$ cat src/assert_macros.svh
// Assertion macros shared by the deframer RTL.
`ifndef ASSERT_MACROS_SVH
`define ASSERT_MACROS_SVH

`ifndef NO_ASSERTIONS

// The consequent must hold whenever the antecedent holds.
`define ASSERT_IMPLIES(label, clk, rst, ante, cons) \
   label: assert property (@(posedge clk) disable iff (rst) (ante) |-> (cons)) \
      else $error("assertion failed");

// The expression must never be true.
`define ASSERT_NEVER(label, clk, rst, expr) \
   label: assert property (@(posedge clk) disable iff (rst) !(expr)) \
      else $error("assertion failed");

`else

`define ASSERT_IMPLIES(label, clk, rst, ante, cons)
`define ASSERT_NEVER(label, clk, rst, expr)

`endif

`endif

$ cat src/dfr_pkg.sv
// Types, constants and the field map of the multi-frame serial deframer.
package dfr_pkg;

   localparam int STATUS_LEN  = 24;
   localparam int RANGE_LEN   = 19;
   localparam int CHARGER_LEN = 8;

   localparam logic [3:0] STATUS_LAST_FIELD  = 4'd10;
   localparam logic [3:0] RANGE_LAST_FIELD   = 4'd7;
   localparam logic [3:0] CHARGER_LAST_FIELD = 4'd2;

   // Register indexes on the configuration port.
   localparam logic [2:0] REG_STATUS_HEADER  = 3'd0;
   localparam logic [2:0] REG_STATUS_TAIL    = 3'd1;
   localparam logic [2:0] REG_RANGE_HEADER   = 3'd2;
   localparam logic [2:0] REG_RANGE_TAIL     = 3'd3;
   localparam logic [2:0] REG_CHARGER_HEADER = 3'd4;
   localparam logic [2:0] REG_CHARGER_TAIL   = 3'd5;

   typedef enum logic [1:0] {
      KIND_STATUS  = 2'd0,
      KIND_RANGE   = 2'd1,
      KIND_CHARGER = 2'd2
   } frame_kind_type;

   typedef enum logic {
      SEQ_IDLE = 1'b0,
      SEQ_RUN  = 1'b1
   } seq_state_type;

   typedef struct packed {
      logic [7:0] status_header;
      logic [7:0] status_tail;
      logic [7:0] range_header;
      logic [7:0] range_tail;
      logic [7:0] charger_header;
      logic [7:0] charger_tail;
   } cfg_type;

   localparam cfg_type CFG_RESET = '{
      status_header:  8'd123,
      status_tail:    8'd125,
      range_header:   8'd250,
      range_tail:     8'd252,
      charger_header: 8'd124,
      charger_tail:   8'd127
   };

   typedef struct packed {
      logic charger_good;
      logic range_good;
      logic status_good;
   } done_type;

   typedef struct packed {
      logic           issue;
      frame_kind_type kind;
      logic [4:0]     hi_addr;
      logic [4:0]     lo_addr;
   } rd_req_type;

   typedef struct packed {
      logic [4:0] hi_addr;
      logic [4:0] lo_addr;
      logic       single;
      logic       last;
   } field_map_type;

   // Buffer positions of one field; a single field is a zero-extended byte at lo_addr.
   function automatic field_map_type field_map(frame_kind_type kind, logic [3:0] idx);
      field_map_type m;
      logic [4:0]    twice;
      twice = {idx, 1'b0};
      m = '0;
      unique case (kind)
         KIND_STATUS: begin
            if (idx == 4'd0) begin
               m.single  = 1'b1;
               m.lo_addr = 5'd1;
            end else begin
               m.hi_addr = twice;
               m.lo_addr = twice + 5'd1;
            end
            m.last = (idx == STATUS_LAST_FIELD);
         end
         KIND_RANGE: begin
            m.hi_addr = twice + 5'd1;
            m.lo_addr = twice + 5'd2;
            m.last    = (idx == RANGE_LAST_FIELD);
         end
         KIND_CHARGER: begin
            unique case (idx)
               4'd0: begin
                  m.hi_addr = 5'd1;
                  m.lo_addr = 5'd2;
               end
               4'd1: begin
                  m.single  = 1'b1;
                  m.lo_addr = 5'd3;
               end
               default: begin
                  m.single  = 1'b1;
                  m.lo_addr = 5'd4;
               end
            endcase
            m.last = (idx == CHARGER_LAST_FIELD);
         end
         default: begin
            m.last = 1'b1;
         end
      endcase
      return m;
   endfunction

endpackage

$ cat src/dfr_capture.sv
// Frame buffers, write positions and running block checks of the deframer.
module dfr_capture (
   input  logic                clock,
   input  logic                reset,
   input  logic                req_accept,
   input  logic [7:0]          rx_byte,
   input  dfr_pkg::cfg_type    cfg,
   input  dfr_pkg::rd_req_type rd,
   output dfr_pkg::done_type   done,
   output logic [7:0]          rd_hi,
   output logic [7:0]          rd_lo
);
   import dfr_pkg::*;

   logic [7:0] status_mem  [STATUS_LEN];
   logic [7:0] range_mem   [RANGE_LEN];
   logic [7:0] charger_mem [CHARGER_LEN];

   logic [4:0] st_pos_ff, st_pos_in, st_adv;
   logic [4:0] rg_pos_ff, rg_pos_in, rg_adv;
   logic [3:0] ch_pos_ff, ch_pos_in, ch_adv;
   logic [7:0] prev_ff;
   logic [7:0] st_acc_ff, st_acc_in, rg_acc_ff, rg_acc_in, ch_acc_ff, ch_acc_in;
   logic       st_chk_ff, st_chk_in, rg_chk_ff, rg_chk_in, ch_chk_ff, ch_chk_in;
   logic       st_start, rg_start, ch_start;
   logic       st_end, rg_end, ch_end;

   frame_kind_type rd_kind_ff;
   logic [7:0]     st_hi_ff, st_lo_ff, rg_hi_ff, rg_lo_ff, ch_hi_ff, ch_lo_ff;

   // A frame opens on its header right after the tail of the frame type before it.
   assign st_start = (rx_byte == cfg.status_header) && (prev_ff == cfg.charger_tail);
   assign rg_start = (rx_byte == cfg.range_header) && (prev_ff == cfg.status_tail);
   assign ch_start = (rx_byte == cfg.charger_header) && (prev_ff == cfg.range_tail);

   always_comb begin
      st_adv    = (st_start || st_pos_ff != '0) ? st_pos_ff + 5'd1 : '0;
      rg_adv    = (rg_start || rg_pos_ff != '0) ? rg_pos_ff + 5'd1 : '0;
      ch_adv    = (ch_start || ch_pos_ff != '0) ? ch_pos_ff + 4'd1 : '0;
      st_end    = (st_adv == 5'(STATUS_LEN));
      rg_end    = (rg_adv == 5'(RANGE_LEN));
      ch_end    = (ch_adv == 4'(CHARGER_LEN));
      st_pos_in = st_end ? '0 : st_adv;
      rg_pos_in = rg_end ? '0 : rg_adv;
      ch_pos_in = ch_end ? '0 : ch_adv;

      // The check byte sits at LEN-2 and covers every byte before it.
      if (st_pos_ff == '0) begin
         st_acc_in = rx_byte;
      end else if (st_pos_ff <= 5'(STATUS_LEN - 3)) begin
         st_acc_in = st_acc_ff ^ rx_byte;
      end else begin
         st_acc_in = st_acc_ff;
      end
      if (rg_pos_ff == '0) begin
         rg_acc_in = rx_byte;
      end else if (rg_pos_ff <= 5'(RANGE_LEN - 3)) begin
         rg_acc_in = rg_acc_ff ^ rx_byte;
      end else begin
         rg_acc_in = rg_acc_ff;
      end
      if (ch_pos_ff == '0) begin
         ch_acc_in = rx_byte;
      end else if (ch_pos_ff <= 4'(CHARGER_LEN - 3)) begin
         ch_acc_in = ch_acc_ff ^ rx_byte;
      end else begin
         ch_acc_in = ch_acc_ff;
      end

      st_chk_in = (st_pos_ff == 5'(STATUS_LEN - 2)) ? (st_acc_ff == rx_byte) : st_chk_ff;
      rg_chk_in = (rg_pos_ff == 5'(RANGE_LEN - 2)) ? (rg_acc_ff == rx_byte) : rg_chk_ff;
      ch_chk_in = (ch_pos_ff == 4'(CHARGER_LEN - 2)) ? (ch_acc_ff == rx_byte) : ch_chk_ff;

      done.status_good  = req_accept && st_end && st_chk_ff && (rx_byte == cfg.status_tail);
      done.range_good   = req_accept && rg_end && rg_chk_ff && (rx_byte == cfg.range_tail);
      done.charger_good = req_accept && ch_end && ch_chk_ff && (rx_byte == cfg.charger_tail);
   end

   always_ff @(posedge clock) begin
      if (reset) begin
         st_pos_ff <= '0;
         rg_pos_ff <= '0;
         ch_pos_ff <= '0;
         prev_ff   <= '0;
         st_acc_ff <= '0;
         rg_acc_ff <= '0;
         ch_acc_ff <= '0;
         st_chk_ff <= 1'b0;
         rg_chk_ff <= 1'b0;
         ch_chk_ff <= 1'b0;
      end else if (req_accept) begin
         st_pos_ff <= st_pos_in;
         rg_pos_ff <= rg_pos_in;
         ch_pos_ff <= ch_pos_in;
         prev_ff   <= rx_byte;
         st_acc_ff <= st_acc_in;
         rg_acc_ff <= rg_acc_in;
         ch_acc_ff <= ch_acc_in;
         st_chk_ff <= st_chk_in;
         rg_chk_ff <= rg_chk_in;
         ch_chk_ff <= ch_chk_in;
      end
   end

   // Every byte lands in all three buffers at their current positions.
   always_ff @(posedge clock) begin
      if (req_accept) begin
         status_mem[st_pos_ff]       <= rx_byte;
         range_mem[rg_pos_ff]        <= rx_byte;
         charger_mem[ch_pos_ff[2:0]] <= rx_byte;
      end
   end

   always_ff @(posedge clock) begin
      if (rd.issue) begin
         rd_kind_ff <= rd.kind;
      end
      if (rd.issue && rd.kind == KIND_STATUS) begin
         st_hi_ff <= status_mem[rd.hi_addr];
         st_lo_ff <= status_mem[rd.lo_addr];
      end
      if (rd.issue && rd.kind == KIND_RANGE) begin
         rg_hi_ff <= range_mem[rd.hi_addr];
         rg_lo_ff <= range_mem[rd.lo_addr];
      end
      if (rd.issue && rd.kind == KIND_CHARGER) begin
         ch_hi_ff <= charger_mem[rd.hi_addr[2:0]];
         ch_lo_ff <= charger_mem[rd.lo_addr[2:0]];
      end
   end

   always_comb begin
      unique case (rd_kind_ff)
         KIND_STATUS: begin
            rd_hi = st_hi_ff;
            rd_lo = st_lo_ff;
         end
         KIND_RANGE: begin
            rd_hi = rg_hi_ff;
            rd_lo = rg_lo_ff;
         end
         KIND_CHARGER: begin
            rd_hi = ch_hi_ff;
            rd_lo = ch_lo_ff;
         end
         default: begin
            rd_hi = '0;
            rd_lo = '0;
         end
      endcase
   end

endmodule

$ cat src/dfr_emit.sv
// Field sequencer and output register that turn good frames into result runs.
module dfr_emit (
   input  logic                clock,
   input  logic                reset,
   input  logic                req_accept,
   input  dfr_pkg::done_type   done,
   output logic                busy,
   output dfr_pkg::rd_req_type rd,
   input  logic [7:0]          rd_hi,
   input  logic [7:0]          rd_lo,
   input  logic                rsp_stall,
   output logic                rsp_valid,
   output logic [1:0]          rsp_frame_kind,
   output logic [3:0]          rsp_field_index,
   output logic signed [15:0]  rsp_field_value,
   output logic                rsp_last
);
   import dfr_pkg::*;

   seq_state_type  state_ff, state_in;
   done_type       pend_ff, pend_in;
   logic [3:0]     idx_ff, idx_in;
   frame_kind_type cur_kind;
   field_map_type  fmap;
   logic           out_free, issue, load_rsp;

   logic           rd_valid_ff, rd_valid_in;
   frame_kind_type rd_kind_ff;
   logic [3:0]     rd_idx_ff;
   logic           rd_single_ff, rd_last_ff;

   logic           rsp_valid_ff, rsp_valid_in;
   frame_kind_type rsp_kind_ff;
   logic [3:0]     rsp_idx_ff;
   logic [15:0]    rsp_value_ff;
   logic           rsp_last_ff;

   // Runs go out charger first, then distance, then status.
   always_comb begin
      priority if (pend_ff.charger_good) begin
         cur_kind = KIND_CHARGER;
      end else if (pend_ff.range_good) begin
         cur_kind = KIND_RANGE;
      end else begin
         cur_kind = KIND_STATUS;
      end
   end

   assign fmap     = field_map(cur_kind, idx_ff);
   assign out_free = !rsp_valid_ff || !rsp_stall;
   assign issue    = (state_ff == SEQ_RUN) && (!rd_valid_ff || out_free);
   assign load_rsp = out_free && rd_valid_ff;

   always_comb begin
      state_in = state_ff;
      pend_in  = pend_ff;
      idx_in   = idx_ff;
      unique case (state_ff)
         SEQ_IDLE: begin
            if (req_accept && done != '0) begin
               pend_in  = done;
               idx_in   = '0;
               state_in = SEQ_RUN;
            end
         end
         SEQ_RUN: begin
            if (issue) begin
               if (fmap.last) begin
                  idx_in = '0;
                  unique case (cur_kind)
                     KIND_CHARGER: pend_in.charger_good = 1'b0;
                     KIND_RANGE:   pend_in.range_good   = 1'b0;
                     default:      pend_in.status_good  = 1'b0;
                  endcase
                  if (pend_in == '0) begin
                     state_in = SEQ_IDLE;
                  end
               end else begin
                  idx_in = idx_ff + 4'd1;
               end
            end
         end
         default: begin
            state_in = SEQ_IDLE;
         end
      endcase
   end

   always_comb begin
      if (issue) begin
         rd_valid_in = 1'b1;
      end else if (out_free) begin
         rd_valid_in = 1'b0;
      end else begin
         rd_valid_in = rd_valid_ff;
      end
      rsp_valid_in = out_free ? rd_valid_ff : rsp_valid_ff;
   end

   always_ff @(posedge clock) begin
      if (reset) begin
         state_ff     <= SEQ_IDLE;
         pend_ff      <= '0;
         idx_ff       <= '0;
         rd_valid_ff  <= 1'b0;
         rsp_valid_ff <= 1'b0;
      end else begin
         state_ff     <= state_in;
         pend_ff      <= pend_in;
         idx_ff       <= idx_in;
         rd_valid_ff  <= rd_valid_in;
         rsp_valid_ff <= rsp_valid_in;
      end
   end

   always_ff @(posedge clock) begin
      if (issue) begin
         rd_kind_ff   <= cur_kind;
         rd_idx_ff    <= idx_ff;
         rd_single_ff <= fmap.single;
         rd_last_ff   <= fmap.last;
      end
      if (load_rsp) begin
         rsp_kind_ff  <= rd_kind_ff;
         rsp_idx_ff   <= rd_idx_ff;
         rsp_value_ff <= rd_single_ff ? {8'h00, rd_lo} : {rd_hi, rd_lo};
         rsp_last_ff  <= rd_last_ff;
      end
   end

   assign rd.issue   = issue;
   assign rd.kind    = cur_kind;
   assign rd.hi_addr = fmap.hi_addr;
   assign rd.lo_addr = fmap.lo_addr;

   assign busy            = (state_ff == SEQ_RUN);
   assign rsp_valid       = rsp_valid_ff;
   assign rsp_frame_kind  = rsp_kind_ff;
   assign rsp_field_index = rsp_idx_ff;
   assign rsp_field_value = rsp_value_ff;
   assign rsp_last        = rsp_last_ff;

endmodule

$ cat src/multi_frame_serial_deframer.sv
// Top level of the multi-frame serial deframer with its register port.
//
//   channel  direction  handshake               payload
//   req      in         req_valid / req_stall   req_rx_byte (8)
//   rsp      out        rsp_valid / rsp_stall   kind (2), index (4), value (16), last (1)
//   csr      in         csr_psel / csr_penable  6 byte registers, 4-byte stride
//
// A byte that completes no good frame is taken without a stall. A byte that completes good frames
// holds req_stall high while the field reader walks the buffers, one field per cycle while rsp_stall is low:
// 3, 8 or 11 fields per frame, up to 22 when all three complete at once.
// rsp_stall pauses the field reader and so keeps req_stall high for longer.
// Reset is synchronous: positions, block checks and the previous byte clear, and the
// header and tail registers return to their defaults.
`include "assert_macros.svh"

module multi_frame_serial_deframer (
   input  logic               clock,
   input  logic               reset,
   input  logic               req_valid,
   output logic               req_stall,
   input  logic [7:0]         req_rx_byte,
   output logic               rsp_valid,
   input  logic               rsp_stall,
   output logic [1:0]         rsp_frame_kind,
   output logic [3:0]         rsp_field_index,
   output logic signed [15:0] rsp_field_value,
   output logic               rsp_last,
   input  logic               csr_psel,
   input  logic               csr_penable,
   input  logic               csr_pwrite,
   input  logic [4:0]         csr_paddr,
   input  logic [31:0]        csr_pwdata,
   output logic [31:0]        csr_prdata,
   output logic               csr_pready
);
   import dfr_pkg::*;

   cfg_type    cfg_ff, cfg_in;
   logic       cfg_write;
   logic       req_accept;
   logic       busy;
   done_type   done;
   rd_req_type rd;
   logic [7:0] rd_hi, rd_lo;
   logic       rsp_is_final;
   logic       rsp_in_list;

   assign csr_pready = 1'b1;
   assign cfg_write  = csr_psel && csr_penable && csr_pwrite && csr_pready;
   assign req_accept = req_valid && !req_stall;
   assign req_stall  = busy;

   always_comb begin
      cfg_in = cfg_ff;
      if (cfg_write) begin
         unique case (csr_paddr[4:2])
            REG_STATUS_HEADER:  cfg_in.status_header  = csr_pwdata[7:0];
            REG_STATUS_TAIL:    cfg_in.status_tail    = csr_pwdata[7:0];
            REG_RANGE_HEADER:   cfg_in.range_header   = csr_pwdata[7:0];
            REG_RANGE_TAIL:     cfg_in.range_tail     = csr_pwdata[7:0];
            REG_CHARGER_HEADER: cfg_in.charger_header = csr_pwdata[7:0];
            REG_CHARGER_TAIL:   cfg_in.charger_tail   = csr_pwdata[7:0];
            default: ;
         endcase
      end
   end

   always_comb begin
      unique case (csr_paddr[4:2])
         REG_STATUS_HEADER:  csr_prdata = {24'h0, cfg_ff.status_header};
         REG_STATUS_TAIL:    csr_prdata = {24'h0, cfg_ff.status_tail};
         REG_RANGE_HEADER:   csr_prdata = {24'h0, cfg_ff.range_header};
         REG_RANGE_TAIL:     csr_prdata = {24'h0, cfg_ff.range_tail};
         REG_CHARGER_HEADER: csr_prdata = {24'h0, cfg_ff.charger_header};
         REG_CHARGER_TAIL:   csr_prdata = {24'h0, cfg_ff.charger_tail};
         default:            csr_prdata = '0;
      endcase
   end

   always_ff @(posedge clock) begin
      if (reset) begin
         cfg_ff <= CFG_RESET;
      end else begin
         cfg_ff <= cfg_in;
      end
   end

   dfr_capture u_capture (
      .clock      (clock),
      .reset      (reset),
      .req_accept (req_accept),
      .rx_byte    (req_rx_byte),
      .cfg        (cfg_ff),
      .rd         (rd),
      .done       (done),
      .rd_hi      (rd_hi),
      .rd_lo      (rd_lo)
   );

   dfr_emit u_emit (
      .clock           (clock),
      .reset           (reset),
      .req_accept      (req_accept),
      .done            (done),
      .busy            (busy),
      .rd              (rd),
      .rd_hi           (rd_hi),
      .rd_lo           (rd_lo),
      .rsp_stall       (rsp_stall),
      .rsp_valid       (rsp_valid),
      .rsp_frame_kind  (rsp_frame_kind),
      .rsp_field_index (rsp_field_index),
      .rsp_field_value (rsp_field_value),
      .rsp_last        (rsp_last)
   );

   assign rsp_is_final =
      (rsp_frame_kind == KIND_STATUS  && rsp_field_index == STATUS_LAST_FIELD) ||
      (rsp_frame_kind == KIND_RANGE   && rsp_field_index == RANGE_LAST_FIELD) ||
      (rsp_frame_kind == KIND_CHARGER && rsp_field_index == CHARGER_LAST_FIELD);

   assign rsp_in_list =
      (rsp_frame_kind == KIND_STATUS  && rsp_field_index <= STATUS_LAST_FIELD) ||
      (rsp_frame_kind == KIND_RANGE   && rsp_field_index <= RANGE_LAST_FIELD) ||
      (rsp_frame_kind == KIND_CHARGER && rsp_field_index <= CHARGER_LAST_FIELD);

   // The last flag marks exactly the final field of each frame's list.
   `ASSERT_IMPLIES(a_last_on_final, clock, reset, rsp_valid, rsp_last == rsp_is_final)

   // A field index never runs past its frame's list.
   `ASSERT_NEVER(a_index_in_list, clock, reset, rsp_valid && !rsp_in_list)

   // The field reader only starts right after a request was taken.
   `ASSERT_IMPLIES(a_busy_after_request, clock, reset, $rose(req_stall), $past(req_valid && !req_stall))

endmodule
$ cat config.mk
export PLATFORM = sky130hd
export DESIGN_NAME = multi_frame_serial_deframer
export DESIGN_NICKNAME = d
export VERILOG_FILES = /design/src/dfr_pkg.sv /design/src/dfr_capture.sv /design/src/dfr_emit.sv /design/src/multi_frame_serial_deframer.sv
export VERILOG_INCLUDE_DIRS = /design/src /design/src/src
export SDC_FILE = /design/constraint.sdc
export NUM_CORES = 1
export LEC_CHECK = 0
export BUFFER_PORTS_ARGS = -buffer_cell sky130_fd_sc_hd__buf_2
export CAP_MARGIN = 30
export CORE_UTILIZATION = 25
export CTS_BUF_LIST = sky130_fd_sc_hd__clkbuf_8
export CTS_CLUSTER_SIZE = 12
export DETAILED_ROUTE_END_ITERATION = 7
export SLEW_MARGIN = 20
export SYNTH_ARGS = -nofsm -noshare
export SYNTH_HDL_FRONTEND = slang
export SYNTH_SLANG_ARGS = --single-unit
$ cat constraint.sdc
create_clock -name clock -period 4.4 [get_ports clock]
set_input_delay 0.66 -clock clock [delete_from_list [all_inputs] [get_ports clock]]
set_output_delay 0.66 -clock clock [all_outputs]
set_load 0.02 [all_outputs]
Yosys cells after proc, flatten, opt, wreduce, memory -nomap -nowiden
Memories as Yosys holds them, arrays and structs flattened. A register that Yosys moved wholly into a read port is not among the register bits.
Index checks and enable logic that the tools add are counted.
- memories: 3
- output and inout bits: 58
- bits in writable memories: 408
- logic and storage cells: 198
- input bits: 52
- register bits after elaboration: 138
- reduce and logical (&&, ||, !) cells: 61
- bitwise operators: 4
- mux-type cells: 55
- add/subtract/negate cells: 6
- equality and inequality tests: 34
- $lt $le $gt $ge: 3
- memory list (name ; depth ; bits a word ; read ports ; clocked after memory_dff ; write ports ; RTL line ; source):
    u_capture.status_mem ; 24 ; 8 ; 2 ; 2 ; 1 ; dfr_capture.sv:15 ; logic [7:0] status_mem [STATUS_LEN];
    u_capture.range_mem ; 19 ; 8 ; 2 ; 2 ; 1 ; dfr_capture.sv:16 ; logic [7:0] range_mem [RANGE_LEN];
    u_capture.charger_mem ; 8 ; 8 ; 2 ; 2 ; 1 ; dfr_capture.sv:17 ; logic [7:0] charger_mem [CHARGER_LEN];
- operators by type and width (cell ; count):
    $eq 8x8->1 ; 12
    $mux 8 ; 6
    $pmux 8 s3 ; 2
    $pmux 8 s6 ; 1
    $mux 5 ; 6
    $pmux 10 s3 ; 1
    $reduce_and 2->1 ; 13
    $mux 1 ; 24
    $xor 8x8->8 ; 3
    $logic_and 1x1->1 ; 21
    $eq 5x5->1 const B ; 4
    $mux 4 ; 5
    $add 5x1->5 const B ; 3
    $pmux 3 s2 ; 2
    $le 5x5->1 const B ; 2
    $logic_not 5->1 ; 2
    $reduce_bool 5->1 ; 2
    $mux 3 ; 3
    $add 4x1->4 const B ; 2
    $eq 4x3->1 const B ; 2
    $eq 4x4->1 const B ; 2
    $logic_not 4->1 ; 2
    $pmux 4 s2 ; 1
    $reduce_bool 2->1 ; 4
    other kinds (23) ; 38

Longest topological paths before layout
- depth in word-level cells: 13
- depth in mapped cells: 13

Cells and area by module
A second synthesis with hierarchy kept.
- cell total of the unflattened synthesis: 1929
- area total of the unflattened synthesis: 28897.7 um^2
- modules (own cells, without submodules) (module ; area each (um^2) ; cells an instance ; instances):
    dfr_capture ; 24638.6 ; 1528 ; 1
    multi_frame_serial_deframer ; 2444.8 ; 256 ; 1
    dfr_emit ; 1814.2 ; 145 ; 1

Least setup slack after synthesis
OpenSTA, ideal clock, no wires.
- path type: input -> register
- start: input rsp_stall
- end: register u_emit.rsp_idx_ff[0] (netlist: u_emit.rsp_field_index[0]) (enable)
- setup time: 0.438 ns
- buffers on the path: 0
- required time: 3.962 ns
- arrival time: 2.392 ns
- setup slack: 1.569 ns
- stages on the path: 1
- cell sequence: a21boi_0
- word-level cells in the longest chain between the ends: 3
- ends and longest elaborated chain (what ; RTL line ; source):
    start, declared ; multi_frame_serial_deframer.sv:23 ; input logic rsp_stall,
    $logic_not 1->1 ; dfr_emit.sv:50 ; assign out_free = !rsp_valid_ff || !rsp_stall;
    $logic_or 1x1->1 ; dfr_emit.sv:50 ;
    $logic_and 1x1->1 ; dfr_emit.sv:52 ; assign load_rsp = out_free && rd_valid_ff;
    end signal, assigned ; dfr_emit.sv:125 ; rsp_idx_ff <= rd_idx_ff;
    end, declared ; dfr_emit.sv:34 ; logic [3:0] rsp_idx_ff;
No other way between the ends.
A chain may end at the register's enable or synchronous reset.

==> impl_metrics.py <==
metrics = {
    "cts": {
        "htree_num_levels": 3,
        "numCtsBuffers": 101,
        "tritoncts": "done",
        "clk_pin_slew_ns": 0.06,
        "clk-insertion-delay-late_ns": 0.72,
        "clock_tree.buffer_depth": 3,
        "post_cts_hold_buffer_count": 0,
        "cts.root.buffer_cell": "sky130_fd_sc_hd__clkbuf_8",
        "clock_sinks": 594,
        "cts-resized-gates": 0,
        "post-cts-setup-buffer-count": 0,
    },
    "power_and_ir_drop": {
        "p_sw_uw": 2620,
        "p_leak_uw": 0.0110,
        "seq_power_share_pct": 54.8,
        "power.share.switching_pct": 23.4,
        "internal_power_uw": 8570,
        "pwr_density_cell_nw_per_um2": 339,
        "pwr-share-comb_pct": 3.4,
        "power.ir.vdd_worst_v": 0.000206,
        "clkPwrFrac_pct": 41.8,
    },
    "routing": {
        "detail_route.wirelength_um": 82200,
        "routedWlPerCell_um": 20.4,
        "post-route-drc-count": 27,
        "num_vias": 19550,
        "final_antenna_net_count": 0,
        "drt-initial-drc-count": 1772,
        "drtPass1Iterations": 7,
        "avgViaCountPerCell": 4.85,
    },
    "critical_path": {
        "worst_ep_required_time_ns": 4.84,
        "cp_max_fo": 62,
        "setup.worst_path.class": "reg -> reg",
        "startpoint_type": "flip-flop",
        "end_of_the_worst_register_to_register_path": "u_capture.rg_lo_ff[4]",
        "worst-r2r-setup-slack_ns": 0.86,
        "crit_path_cell_trace": "nor2b_1 -> ha_1 -> a221oi_4 -> buf_12 -> mux4_2 -> a22o_1 -> a221oi_1 -> o21ai_1",
        "cp_endpoint_kind": "flip-flop",
        "worst-r2r-cell-count": 8,
        "crit-reg2reg-launch": "u_emit.pend_ff[2]",
        "crit_arrival_ns": 3.98,
        "critical-path-max-stage-delay_ns": 0.77,
        "cp_slowest_cell": "sky130_fd_sc_hd__dfxtp_1",
    },
    "final_layout": {
        "drive_above_1_share_pct": 16.4,
        "fin_nets": 2504,
        "antenna_cells": 0,
        "final_core_util_pct": 28.8,
        "area.growth.synth_to_final_pct": 14.2,
    },
    "placement": {
        "worst_slack_at_placement_ns": 0.913,
        "gpl.final_weighted_congestion": 0.819,
        "hpwl_um": 53600,
        "numPortBuffers": 58,
    },
    "sta": {
        "worst_max_slew_pin_slew_ns": 0.984,
        "finalSetupTns_ns": 0,
        "final.period_utilization_pct": 80.5,
        "total_count_of_max_transition_violations_in_the_final_report": 0,
        "setup_failing_eps_final": 0,
        "max_freq_mhz": 282,
        "final.setup.worst_slack_ns": 0.857,
        "rsz0062_at_grt": "no",
        "timing.final.hold_violations": 0,
        "timing.slew.headroom_pct": 34.2,
        "finClkSkew_ns": 0.0475,
        "post-route-min-period_ns": 3.54,
    },
    "global_routing": {
        "grt_pass1_wl_um": 122000,
        "first_global_vias": 19015,
        "grt_max_degree": 91,
        "antenna_found_initial": 9,
        "met2_usage_pct": 22.0,
        "grtUsageTotal_pct": 13.8,
        "grt_overflow_total": 0,
        "grt-busiest-layer": "met2",
        "gr-usage-met1_pct": 19.1,
        "globalRouteMet3Util_pct": 2.56,
    },
    "die": {
        "effective_utilization_at_floorplan_pct": 25.3,
        "floorplan_die_area_um2": 117000,
        "die_w_um": 342,
        "core_area_um2": 115000,
        "std_cell_rows": 124,
        "die_h_um": 342,
        "design.portCount": 110,
    },
    "yosys": {
        "postSynth.topFlopCell": "sky130_fd_sc_hd__edfxtp_1",
        "yosys_warnings": 0,
        "synth_edf_count": 487,
        "synth_seq_cells": 594,
        "synth.avg_cell_area_um2": 12.3,
        "synth_async_sr_flop_share_pct": 0,
        "yosys.cell_types.count": 65,
        "seq_area_frac_synth_pct": 58.0,
        "synthesis.area_um2": 28900,
        "number_of_instances_in_the_synthesized_netlist": 2344,
    },
    "min_path": {
        "min_path_type": "in -> reg",
        "whs_path_depth": 3,
        "endpoint_of_the_worst_hold_timing_path": "cfg_ff[43]",
        "holdCritStartpoint": "csr_pwdata[3]",
    },
    "run_status": {
        "result_of_the_run": "finished with violations",
        "violations": "DRC",
    },
    "job": {
        "max_cap_violations": 0,
    },
}
how the worst max path moves through the flow:
| stage | startpoint | endpoint | slack, ns | cells past startpoint |
|---|---|---|---|---|
| 2_1_floorplan | rsp_stall | u_emit.rsp_field_index[0] | 1.57 | 1 |
| 3_5_place_dp | u_emit.idx_ff[0] | u_capture.rg_hi_ff[7] | 0.91 | 8 |
| 3_3_place_gp | u_emit.pend_ff[2] | u_capture.rg_lo_ff[1] | 0.94 | 8 |
| 6_report | u_emit.pend_ff[2] | u_capture.rg_lo_ff[4] | 0.86 | 8 |
| 4_1_cts | u_emit.idx_ff[0] | u_capture.rg_hi_ff[7] | 0.91 | 8 |
| 5_1_grt | u_emit.idx_ff[1] | u_capture.rg_hi_ff[2] | 0.68 | 8 |
layer usage:
metal | routed length (µm) | share of wire [%]
met1 | 36400 | 44
met5 | 16 | 0.019
met3 | 5820 | 7.1
met2 | 38300 | 47
met4 | 1710 | 2.1
synth_stat cells (10+ instances only):
cell type                  instances  area (µm²)
sky130_fd_sc_hd__mux4_2          101        2270
sky130_fd_sc_hd__o211ai_1         16         120
sky130_fd_sc_hd__nor4_1           19         119
sky130_fd_sc_hd__mux2i_1         190        1900
sky130_fd_sc_hd__a31oi_1          35         219
sky130_fd_sc_hd__a211oi_1         44         330
sky130_fd_sc_hd__o21ai_1          26         130
sky130_fd_sc_hd__inv_1            28         105
sky130_fd_sc_hd__o22ai_1          22         138
sky130_fd_sc_hd__buf_2            54         270
sky130_fd_sc_hd__nand2_1         382        1430
sky130_fd_sc_hd__a21oi_1          69         345
sky130_fd_sc_hd__dfxtp_1         107        2140
sky130_fd_sc_hd__and2_1           10        62.6
sky130_fd_sc_hd__nand3_1         106         531
sky130_fd_sc_hd__nand4_1          14        87.6
sky130_fd_sc_hd__nor3_1           13        65.1
sky130_fd_sc_hd__buf_4            34         255
sky130_fd_sc_hd__ha_1             18         225
sky130_fd_sc_hd__xor2_1           66         578
sky130_fd_sc_hd__o21ai_0          35         175
sky130_fd_sc_hd__xnor2_1          52         455
sky130_fd_sc_hd__clkbuf_1         76         285
sky130_fd_sc_hd__edfxtp_1        487       14600
sky130_fd_sc_hd__and3_1           42         263
sky130_fd_sc_hd__buf_1            21        78.8
sky130_fd_sc_hd__a32oi_1          10        87.6
sky130_fd_sc_hd__nor2_1          135         507
sky130_fd_sc_hd__nor2b_1          13        81.3
layout by cell type, fill, tap and decap left out, drive strengths merged, types with 10 or more instances in the layout:
cell	count
clkinv	51
ha	18
a32oi	10
o211ai	16
xnor2	52
o22ai	22
edfxtp	487
mux2i	190
nor4	19
clkbuf	105
a211oi	44
nor2b	13
nand3	106
a31oi	35
o21ai	61
conb	25
dfxtp	107
and2	10
a221oi	10
buf	153
a21oi	69
xor2	66
nand2	382
mux4	101
inv	55
nor2	135
nand4	14
and3	42
nor3	13
area by class of cell:
cell class              count  area (µm²)
flip-flops and latches    594       16800
repair buffers            153        1100
fillers                 11698       81500
well taps                1512        1890
multi-input cells        1556       11300
inverters                  28         105
clock buffers             105        1450
clock inverters            80         438
logic make-up after synthesis:
group / synth area share, %
AO/OA/AOI/OAI: 7.57
XOR/XNOR: 3.57
adder cells (fa/ha/maj): 0.813
buffers and inverters: 3.59
flip-flops: 58.0
multiplexers: 14.6
other: 0.0260
AND/OR/NAND/NOR: 11.9
worst max-delay path, delay by kind of cell (launching register included):
family	cells	cell delay, ns
compound gates	4	1.09
fa+ha+maj	1	0.32
buf+inv	1	0.35
flops	1	0.77
mux	1	0.36
simple gates	1	0.33
flip-flops by register name, indices dropped and copies added (netlist names), 16 cells and up:
signal and count:
u_capture.range_mem 152, u_capture.status_mem 192, cfg_ff 48, u_capture.charger_mem 64
u_emit.rsp_field_value 16
power groups by stage:
stage          combinational, µW  sequential [µW]  clock, µW
5_1_grt                      413             6130       5010
2_1_floorplan                238             6240          0
4_1_cts                      382             6130       4770
3_3_place_gp                 377             6250          0
6_report                     381             6130       4680
3_5_place_dp                 381             6250          0
stage by stage:
| step | power, µW | cells | instance area, µm² | hold slack [ns] |
|---|---|---|---|---|
| 2_1_floorplan | 6480 | 2367 | 29000 | 0.400 |
| 3_3_place_gp | 6620 | 3821 | 31000 | 0.456 |
| 3_5_place_dp | 6630 | 3836 | 31100 | 0.471 |
| 4_1_cts | 11300 | 4021 | 33000 | 0.202 |
| 5_1_grt | 11600 | 4028 | 33000 | 0.244 |
| 6_report | 11200 | 4028 | 33000 | 0.255 |
Note: power is estimated with default switching activity, not from simulation.
